<file path="src/design/blgmp_pkg.sv">
// Shared types, constants and helpers for the binary label gap merge and prune block.
package blgmp_pkg;

	// Width of the limit registers and of all run counters (runs never exceed 32).
	localparam int CFG_W       = 6;
	localparam int CNT_W       = 6;
	localparam int RESET_LIMIT = 20;

	// Command queue between the fill front and the prune back.
	localparam int FIFO_DEPTH = 4;
	localparam int FIFO_AW    = 2;

	typedef enum logic {
		REG_MIN_GAP = 1'b0,
		REG_MIN_SEG = 1'b1
	} cfg_reg_t;

	// A run of count equal samples handed to the prune stage.
	typedef struct packed {
		logic             val;
		logic [CNT_W-1:0] count;
		logic             last;
	} cmd_t;

	// Limit used by a stage: register value held to 1..max_lim.
	function automatic logic [CNT_W-1:0] clamp_limit(input logic [CFG_W-1:0] r,
		input logic [CNT_W-1:0] max_lim);
		logic [CNT_W-1:0] lim;
		if (r == '0)
			lim = CNT_W'(1);
		else if (CNT_W'(r) > max_lim)
			lim = max_lim;
		else
			lim = CNT_W'(r);
		return lim;
	endfunction

endpackage

</file>
<file path="src/design/blgmp_front.sv">
// Gap fill front: turns input labels into run commands for the prune back.
module blgmp_front #(
	parameter int MAX_RUN_LIMIT = 32
) (
	input  logic                        clk,
	input  logic                        arst_n,
	input  logic                        item_valid,
	output logic                        item_stall,
	input  logic                        label,
	input  logic                        last,
	input  logic [blgmp_pkg::CFG_W-1:0] min_gap,
	output logic                        push,
	output blgmp_pkg::cmd_t             push_cmd,
	input  logic                        q_full
);

	localparam logic [blgmp_pkg::CNT_W-1:0] MAX_LIM = blgmp_pkg::CNT_W'(MAX_RUN_LIMIT);

	logic [blgmp_pkg::CNT_W-1:0] gap_pend_q;
	logic                        gap_rel_q;
	logic                        hold_v_q;
	blgmp_pkg::cmd_t             hold_q;

	logic [blgmp_pkg::CNT_W-1:0] lim;
	logic [blgmp_pkg::CNT_W-1:0] p;
	logic                        accept;
	logic                        a_v;
	logic                        b_v;
	blgmp_pkg::cmd_t             cmd_a;
	blgmp_pkg::cmd_t             cmd_b;
	logic [blgmp_pkg::CNT_W-1:0] pend_d;
	logic                        rel_d;

	assign item_stall = hold_v_q | q_full;
	assign accept     = item_valid & ~item_stall;
	assign lim        = blgmp_pkg::clamp_limit(min_gap, MAX_LIM);
	assign p          = gap_pend_q + blgmp_pkg::CNT_W'(1);

	always_comb begin
		a_v    = 1'b0;
		b_v    = 1'b0;
		cmd_a  = '{val: 1'b0, count: blgmp_pkg::CNT_W'(1), last: last};
		cmd_b  = '{val: 1'b1, count: blgmp_pkg::CNT_W'(1), last: last};
		pend_d = gap_pend_q;
		rel_d  = gap_rel_q;
		if (!label) begin
			if (gap_rel_q) begin
				a_v = 1'b1;
			end else if (p >= lim || last) begin
				// run reaches the limit, or is flushed at the end: released as lows
				a_v         = 1'b1;
				cmd_a.count = p;
				pend_d      = '0;
				rel_d       = (p >= lim) & ~last;
			end else begin
				pend_d = p;
			end
		end else begin
			if (!gap_rel_q && gap_pend_q != '0) begin
				// held low run ends early: filled high unless it already reached the limit
				a_v         = 1'b1;
				b_v         = 1'b1;
				cmd_a.val   = (gap_pend_q < lim);
				cmd_a.count = gap_pend_q;
				cmd_a.last  = 1'b0;
			end else begin
				a_v       = 1'b1;
				cmd_a.val = 1'b1;
			end
			pend_d = '0;
			rel_d  = 1'b0;
		end
		if (last) begin
			pend_d = '0;
			rel_d  = 1'b0;
		end
	end

	always_comb begin
		if (hold_v_q) begin
			push     = ~q_full;
			push_cmd = hold_q;
		end else begin
			push     = accept & a_v;
			push_cmd = cmd_a;
		end
	end

	always_ff @(posedge clk or negedge arst_n) begin
		if (!arst_n) begin
			gap_pend_q <= '0;
			gap_rel_q  <= 1'b0;
			hold_v_q   <= 1'b0;
		end else begin
			if (accept) begin
				gap_pend_q <= pend_d;
				gap_rel_q  <= rel_d;
				hold_v_q   <= b_v;
			end else if (hold_v_q && !q_full) begin
				hold_v_q <= 1'b0;
			end
		end
	end

	always_ff @(posedge clk) begin
		if (accept && b_v) begin
			hold_q <= cmd_b;
		end
	end

endmodule

</file>
<file path="src/design/blgmp_fifo.sv">
// Short command queue between the fill front and the prune back.
module blgmp_fifo (
	input  logic            clk,
	input  logic            arst_n,
	input  logic            push,
	input  blgmp_pkg::cmd_t push_cmd,
	output logic            full,
	input  logic            pop,
	output blgmp_pkg::cmd_t pop_cmd,
	output logic            empty
);

	blgmp_pkg::cmd_t                mem_q [blgmp_pkg::FIFO_DEPTH];
	logic [blgmp_pkg::FIFO_AW:0]    wptr_q;
	logic [blgmp_pkg::FIFO_AW:0]    rptr_q;

	assign empty   = (wptr_q == rptr_q);
	assign full    = (wptr_q[blgmp_pkg::FIFO_AW-1:0] == rptr_q[blgmp_pkg::FIFO_AW-1:0]) &&
	                 (wptr_q[blgmp_pkg::FIFO_AW] != rptr_q[blgmp_pkg::FIFO_AW]);
	assign pop_cmd = mem_q[rptr_q[blgmp_pkg::FIFO_AW-1:0]];

	always_ff @(posedge clk or negedge arst_n) begin
		if (!arst_n) begin
			wptr_q <= '0;
			rptr_q <= '0;
		end else begin
			if (push && !full)
				wptr_q <= wptr_q + {{blgmp_pkg::FIFO_AW{1'b0}}, 1'b1};
			if (pop && !empty)
				rptr_q <= rptr_q + {{blgmp_pkg::FIFO_AW{1'b0}}, 1'b1};
		end
	end

	always_ff @(posedge clk) begin
		if (push && !full) begin
			mem_q[wptr_q[blgmp_pkg::FIFO_AW-1:0]] <= push_cmd;
		end
	end

endmodule

</file>
<file path="src/design/blgmp_back.sv">
// Prune back: expands run commands sample by sample and releases cleaned results.
module blgmp_back #(
	parameter int MAX_RUN_LIMIT = 32
) (
	input  logic                        clk,
	input  logic                        arst_n,
	input  logic [blgmp_pkg::CFG_W-1:0] min_seg,
	input  logic                        q_empty,
	input  blgmp_pkg::cmd_t             q_cmd,
	output logic                        pop,
	output logic                        result_valid,
	input  logic                        result_stall,
	output logic                        clean_label,
	output logic                        last_out
);

	localparam logic [blgmp_pkg::CNT_W-1:0] MAX_LIM = blgmp_pkg::CNT_W'(MAX_RUN_LIMIT);

	// current command
	logic                        cmd_v_q;
	logic                        cmd_val_q;
	logic [blgmp_pkg::CNT_W-1:0] cmd_rem_q;
	logic                        cmd_last_q;
	// prune run state
	logic [blgmp_pkg::CNT_W-1:0] seg_pend_q;
	logic                        seg_rel_q;
	// release in progress: emit_cnt copies of emit_val, then an optional single low
	logic                        emit_val_q;
	logic [blgmp_pkg::CNT_W-1:0] emit_cnt_q;
	logic                        emit_zero_q;
	logic                        emit_last_q;
	// output register
	logic                        res_valid_q;
	logic                        res_label_q;
	logic                        res_last_q;

	logic                        emit_busy;
	logic                        slot;
	logic                        do_emit;
	logic                        do_sample;
	logic                        final_smp;
	logic [blgmp_pkg::CNT_W-1:0] lim;
	logic [blgmp_pkg::CNT_W-1:0] p;
	logic                        a_val;
	logic [blgmp_pkg::CNT_W-1:0] a_cnt;
	logic                        b_zero;
	logic [blgmp_pkg::CNT_W-1:0] pend_d;
	logic                        rel_d;
	logic                        out_label;
	logic                        out_last;

	assign emit_busy = (emit_cnt_q != '0) | emit_zero_q;
	assign slot      = ~res_valid_q | ~result_stall;
	assign do_emit   = emit_busy & slot;
	assign do_sample = ~emit_busy & cmd_v_q;
	assign pop       = ~emit_busy & ~cmd_v_q & ~q_empty;
	assign final_smp = cmd_last_q & (cmd_rem_q == blgmp_pkg::CNT_W'(1));
	assign lim       = blgmp_pkg::clamp_limit(min_seg, MAX_LIM);
	assign p         = seg_pend_q + blgmp_pkg::CNT_W'(1);

	always_comb begin
		a_val  = 1'b1;
		a_cnt  = '0;
		b_zero = 1'b0;
		pend_d = seg_pend_q;
		rel_d  = seg_rel_q;
		if (cmd_val_q) begin
			if (seg_rel_q) begin
				a_cnt = blgmp_pkg::CNT_W'(1);
			end else if (p >= lim || final_smp) begin
				a_cnt  = p;
				pend_d = '0;
				rel_d  = (p >= lim) & ~final_smp;
			end else begin
				pend_d = p;
			end
		end else begin
			if (!seg_rel_q && seg_pend_q != '0) begin
				// short high run cleared unless it already reached the limit
				a_val = ~(seg_pend_q < lim);
				a_cnt = seg_pend_q;
			end
			b_zero = 1'b1;
			pend_d = '0;
			rel_d  = 1'b0;
		end
		if (final_smp) begin
			pend_d = '0;
			rel_d  = 1'b0;
		end
	end

	always_comb begin
		if (emit_cnt_q != '0) begin
			out_label = emit_val_q;
			out_last  = emit_last_q & ~emit_zero_q & (emit_cnt_q == blgmp_pkg::CNT_W'(1));
		end else begin
			out_label = 1'b0;
			out_last  = emit_last_q;
		end
	end

	always_ff @(posedge clk or negedge arst_n) begin
		if (!arst_n) begin
			cmd_v_q     <= 1'b0;
			cmd_rem_q   <= '0;
			cmd_last_q  <= 1'b0;
			seg_pend_q  <= '0;
			seg_rel_q   <= 1'b0;
			emit_cnt_q  <= '0;
			emit_zero_q <= 1'b0;
			emit_last_q <= 1'b0;
			res_valid_q <= 1'b0;
		end else begin
			if (pop) begin
				cmd_v_q    <= 1'b1;
				cmd_rem_q  <= q_cmd.count;
				cmd_last_q <= q_cmd.last;
			end else if (do_sample) begin
				cmd_rem_q   <= cmd_rem_q - blgmp_pkg::CNT_W'(1);
				cmd_v_q     <= (cmd_rem_q != blgmp_pkg::CNT_W'(1));
				seg_pend_q  <= pend_d;
				seg_rel_q   <= rel_d;
				emit_cnt_q  <= a_cnt;
				emit_zero_q <= b_zero;
				emit_last_q <= final_smp;
			end else if (do_emit) begin
				if (emit_cnt_q != '0)
					emit_cnt_q <= emit_cnt_q - blgmp_pkg::CNT_W'(1);
				else
					emit_zero_q <= 1'b0;
			end

			if (do_emit)
				res_valid_q <= 1'b1;
			else if (!result_stall)
				res_valid_q <= 1'b0;
		end
	end

	always_ff @(posedge clk) begin
		if (pop)
			cmd_val_q <= q_cmd.val;
		if (do_sample)
			emit_val_q <= a_val;
		if (do_emit) begin
			res_label_q <= out_label;
			res_last_q  <= out_last;
		end
	end

	assign result_valid = res_valid_q;
	assign clean_label  = res_label_q;
	assign last_out     = res_last_q;

endmodule

</file>
<file path="src/design/binary_label_gap_merge_prune.sv">
// Top level of the binary label gap merge and prune block: limit registers, front, queue, back.
//
//   channel   signals                                      transfer when
//   item      item_valid, item_stall, label, last          item_valid & !item_stall
//   result    result_valid, result_stall, clean_label,     result_valid & !result_stall
//             last_out
//   cfg       cfg_we, cfg_index, cfg_data                  cfg_we
//
// The front takes one item a cycle while the queue is not full; when a held low run is released
// ahead of a high, it pushes the high from a hold register and stalls the input meanwhile.
// The back loads each run command, steps through it sample by sample, and releases the results
// of each sample one by one. A four-entry command queue lets front and back stall apart; the
// result register holds a result under result_stall while the back loads and samples until it
// has results to release. Reset clears all run state and sets both limits to 20.
module binary_label_gap_merge_prune #(
	parameter int MAX_RUN_LIMIT = 32
) (
	input  logic                        clk,
	input  logic                        arst_n,
	input  logic                        item_valid,
	output logic                        item_stall,
	input  logic                        label,
	input  logic                        last,
	output logic                        result_valid,
	input  logic                        result_stall,
	output logic                        clean_label,
	output logic                        last_out,
	input  logic                        cfg_we,
	input  logic                        cfg_index,
	input  logic [blgmp_pkg::CFG_W-1:0] cfg_data
);

	logic [blgmp_pkg::CFG_W-1:0] min_gap_q;
	logic [blgmp_pkg::CFG_W-1:0] min_seg_q;

	logic            push;
	blgmp_pkg::cmd_t push_cmd;
	logic            q_full;
	logic            q_empty;
	logic            pop;
	blgmp_pkg::cmd_t pop_cmd;

	always_ff @(posedge clk or negedge arst_n) begin
		if (!arst_n) begin
			min_gap_q <= blgmp_pkg::CFG_W'(blgmp_pkg::RESET_LIMIT);
			min_seg_q <= blgmp_pkg::CFG_W'(blgmp_pkg::RESET_LIMIT);
		end else if (cfg_we) begin
			unique case (blgmp_pkg::cfg_reg_t'(cfg_index))
				blgmp_pkg::REG_MIN_GAP: min_gap_q <= cfg_data;
				blgmp_pkg::REG_MIN_SEG: min_seg_q <= cfg_data;
				default: ;
			endcase
		end
	end

	blgmp_front #(
		.MAX_RUN_LIMIT(MAX_RUN_LIMIT)
	) u_front (
		.clk        (clk),
		.arst_n     (arst_n),
		.item_valid (item_valid),
		.item_stall (item_stall),
		.label      (label),
		.last       (last),
		.min_gap    (min_gap_q),
		.push       (push),
		.push_cmd   (push_cmd),
		.q_full     (q_full)
	);

	blgmp_fifo u_fifo (
		.clk      (clk),
		.arst_n   (arst_n),
		.push     (push),
		.push_cmd (push_cmd),
		.full     (q_full),
		.pop      (pop),
		.pop_cmd  (pop_cmd),
		.empty    (q_empty)
	);

	blgmp_back #(
		.MAX_RUN_LIMIT(MAX_RUN_LIMIT)
	) u_back (
		.clk          (clk),
		.arst_n       (arst_n),
		.min_seg      (min_seg_q),
		.q_empty      (q_empty),
		.q_cmd        (pop_cmd),
		.pop          (pop),
		.result_valid (result_valid),
		.result_stall (result_stall),
		.clean_label  (clean_label),
		.last_out     (last_out)
	);

endmodule
</file>
<file path="config.mk">
export PLATFORM = sky130hd
export DESIGN_NAME = binary_label_gap_merge_prune
export DESIGN_NICKNAME = d
export VERILOG_FILES = /design/src/design/blgmp_pkg.sv /design/src/design/blgmp_front.sv /design/src/design/blgmp_fifo.sv /design/src/design/blgmp_back.sv /design/src/design/binary_label_gap_merge_prune.sv
export SDC_FILE = /design/constraint.sdc
export NUM_CORES = 1
export LEC_CHECK = 0
export BUFFER_PORTS_ARGS = -buffer_cell sky130_fd_sc_hd__buf_2
export CAP_MARGIN = 0
export CORE_MARGIN = 5
export CORE_UTILIZATION = 40
export DETAILED_ROUTE_END_ITERATION = 8
export GPL_ROUTABILITY_DRIVEN = 0
export GPL_TIMING_DRIVEN = 0
export SYNTH_ARGS = -nofsm -noshare
export SYNTH_HDL_FRONTEND = slang
export SYNTH_SLANG_ARGS = --single-unit
</file>
<file path="constraint.sdc">
create_clock -name clk -period 3.16 [get_ports clk]
set_clock_uncertainty 0.2 [all_clocks]
set_input_delay 0.316 -clock clk [delete_from_list [all_inputs] [get_ports clk]]
set_output_delay 0.316 -clock clk [all_outputs]
set_load 0.05 [all_outputs]
</file>
==> impl_metrics.yaml <==
run_status:
  outcome: "complete, no violations"
setup_path:
  slowest_delay_ns: 0.46
  critPathTopFamily: "simple AND/OR/NAND/NOR gates"
  end_kind: "register"
  crit_chain: "and3_1, nand3_1, xnor2_1, ha_1, a21oi_1, and3b_1, a31oi_2, or2_4, and2_2"
  cp.required_ns: 3.03
  crit_type: "register to register"
  crit_buf_inv: 0
  start_kind: "register"
  arrival_ns: 2.86
  cpMaxStageDelayCell: "dfrtp_1"
  path_max_fanout: 8
floorplanning:
  pin_count: 18
  initial_utilization: 0.403
  dieArea_um2: 14900
  die_w_um: 122
  die_h_um: 122
  std_cell_rows: 41
  core-area_um2: 12500
layout:
  finalNetCount: 524
  fillers: 1169
  area_growth_pct: 11.6
  final_cell_mix: "dfrtp_1 (44), nand2_1 (41), ha_1 (37), edfxtp_1 (37), nor2_1 (31)"
  layout_commonest_cell: "dfrtp_1"
  fin_area_um2: 5610
  final_util: 0.450
  layout-drive-gt1-share: 0.190
  diodes: 0
pwr:
  combinationalPowerShare: 0.245
  power_frac_seq: 0.453
  cellLeakagePower_nw: 2.32
  pwr-share-clk: 0.302
  p_sw_mw: 1.06
  p_total_mw: 3.31
  vdd_drop_max_mv: 0.298
  powerDensity_nw_per_um2: 589
  p_int_mw: 2.24
  swShare: 0.322
sta:
  setup_violations: 0
  timing.final.crit_period_ns: 2.98
  tightest_slew_ns: 1.13
  rsz0062_at_grt: "false"
  timing.fmax_mhz: 335
  period_share: 0.944
  hold_violations: 0
  hold_slack_ns: 0.00361
  maxSlewHeadroom: 0.246
  finalMaxSlewViolations: 0
clocking:
  clk-insertion-delay-late_ns: 0.34
  clock-sinks: 87
  cts_tree: "yes"
  cts_htree_levels: 3
  clockBufferDepth: 2
  clkTransAtPathRegs_ns: 0.07
  cts_buffers: 9
  post_cts_buffers: 0
  clockRootBuffer: "clkbuf_16"
route:
  wl_per_cell_um: 15.5
  dr.first_iter.drc_count: 168
  via_count: 3511
  first_pass_iters: 4
  met2WireLength_um: 4940
  wl_met3_um: 305
  drc_errors: 0
  drt-met1-wl_um: 4660
  top_layer: "met4"
  drt_wl_total_um: 10100
  ant_nets: 0
  viasPerCell: 5.40
synth:
  syn-cell-area_um2: 5030
  synth.yosys.warnings: 0
  syn_area_per_cell_um2: 11.2
  synth_edf_count: 37
  postSynthCellCount: 448
  async_flop_share: 0.575
  ys_ff_latch: 87
  yosys-top-cells-area: "dfrtp_1 (23%), edfxtp_1 (22%), ha_1 (9.2%)"
  yosysSeqAreaShare: 0.471
  yosys.area.top_type_share: 0.229
  synth_ff_type: "dfrtp_1"
  synth_cell_types: 78
  syn-num-nets: 499
  synth_top_area_cell: "dfrtp_1"
placement:
  dpl_cell_area_um2: 5330
  dp.final_hpwl_um: 7440
  port_buffers: 16
global_routing:
  grt_usage: 0.146
  grt_overflow: 0
  grt_pass1_wl_um: 17300
  grt_max_degree: 51
  grt_pass1_vias: 3499
  grt_antenna_before_repair: 0
run:
  max_cap_viol_count: 0
min_path:
  hold_path_class: "input pin to asynchronous set/reset pin"
[layout make-up]
| class | count | area [um^2] | area share |
|---|---|---|---|
| Timing Repair Buffer | 17 | 90.1 | 0.0160 |
| Sequential cell | 87 | 2370 | 0.422 |
| Clock inverter | 6 | 47.5 | 0.00847 |
| Clock buffer | 10 | 229 | 0.0408 |
| Multi-Input combinational cell | 323 | 2500 | 0.445 |
| Tap cell | 172 | 215 | 0.0383 |
| Inverter | 23 | 87.6 | 0.0156 |
| Buffer | 12 | 76.3 | 0.0136 |
[logic make-up (layout without fill, tap and decap cells)]
group,Yosys count,after routing,synth area share
flops,87,87,0.471
mux,22,22,0.0692
compound gates,95,95,0.132
fa+ha+maj,37,37,0.0920
xor+xnor,16,16,0.0331
buf+inv,38,68,0.0348
simple gates,153,153,0.168
[worst register-to-register path: cells and delay by family (launching register included)]
| family | cells | cell delay [ns] |
|---|---|---|
| adders and majority gates | 1 | 0.33 |
| DFF | 1 | 0.46 |
| and+or+nand+nor | 5 | 1.15 |
| xor gates and xnor gates | 1 | 0.19 |
| AOI/OAI and AO/OA | 2 | 0.39 |
[synth_stat cells, drive strengths merged, types with 3 or more instances]
cell	count
a211oi	3
a21o	5
a21oi	18
a221oi	3
a31oi	3
a32o	3
and2	8
and3	3
and4	6
buf	8
clkbuf	7
dfrtp	46
dfstp	4
edfxtp	37
ha	37
inv	22
mux2	13
mux4	8
nand2	42
nand2b	7
nand3	15
nand4	3
nor2	33
nor2b	6
nor3	13
nor4	6
o211ai	7
o21a	3
o21ai	24
o221ai	3
xnor2	11
xor2	5
[path summary, 6_finish.rpt]
| kind | start | to | slack (ns) | depth (start not counted) |
|---|---|---|---|---|
| worst min register to register | u_fifo.wptr_q[2] | u_fifo.wptr_q[2] | 0.29 | 1 |
| worst max register to register | u_front.gap_pend_q[1] | u_fifo.mem_q[1][2] | 0.18 | 9 |
| min in group clk | cfg_data[5] | min_gap_q[5] | 0.01 | 3 |
| worst max-delay path | u_front.gap_pend_q[1] | u_fifo.mem_q[1][2] | 0.18 | 9 |
| max in group asynchronous | arst_n | u_front.gap_pend_q[4] | 1.99 | 1 |
| worst min-delay path | arst_n | u_back.emit_cnt_q[3] | 0.004 | 1 |
[timing repair]
| item | in CTS | in global routing |
|---|---|---|
| gates resized for setup | 3 | 4 |
| gates cloned | 0 | 0 |
| hold endpoints to repair | 1 | 0 |
| hold buffers | 1 | 0 |
| endpoints found under the setup margin | 24 | 48 |
[state kept, by name, summed over array words and instances, names as in the netlist]
signal / cells
u_back.emit_last_q: 1
u_back.emit_val_q: 1
u_back.emit_zero_q: 1
u_back.last_out: 1
u_front.hold_v_q: 1
u_back.emit_cnt_q: 6
u_back.cmd_rem_q: 6
u_front.hold_q: 1
u_back.seg_rel_q: 1
u_back.result_valid: 1
u_fifo.rptr_q: 3
u_back.cmd_val_q: 1
u_back.clean_label: 1
u_back.seg_pend_q: 6
u_fifo.wptr_q: 3
min_seg_q: 6
u_back.cmd_last_q: 1
min_gap_q: 6
u_fifo.mem_q: 32
u_front.gap_rel_q: 1
u_front.gap_pend_q: 6
u_back.cmd_v_q: 1
[layer usage]
layer  global-route usage  up-vias
met1                0.194     1718
met4               0.0462        0
met5                    0        -
met3               0.0292       13
li1                     -     1734
met2                0.242       46
[stage by stage]
step / TNS (ns) / instances / setup WS (ns)
after floorplan: 0 / 448 / 0.400
after CTS: 0 / 652 / 0.0534
after global placement: -3.09 / 636 / -0.134
final: 0 / 650 / 0.177
after detailed placement: -3.07 / 636 / -0.135
after global routing: 0 / 650 / 0.0236
[power groups by stage]
stage	clock, mW	combinational [mW]	sequential, mW
3_5_place_dp	0	0.809	1.52
6_report	0.999	0.808	1.50
2_1_floorplan	0	0.608	1.49
5_1_grt	1.07	0.913	1.52
3_3_place_gp	0	0.786	1.51
4_1_cts	1.03	0.817	1.50
No activity file was read; power rests on OpenSTA's default activity.
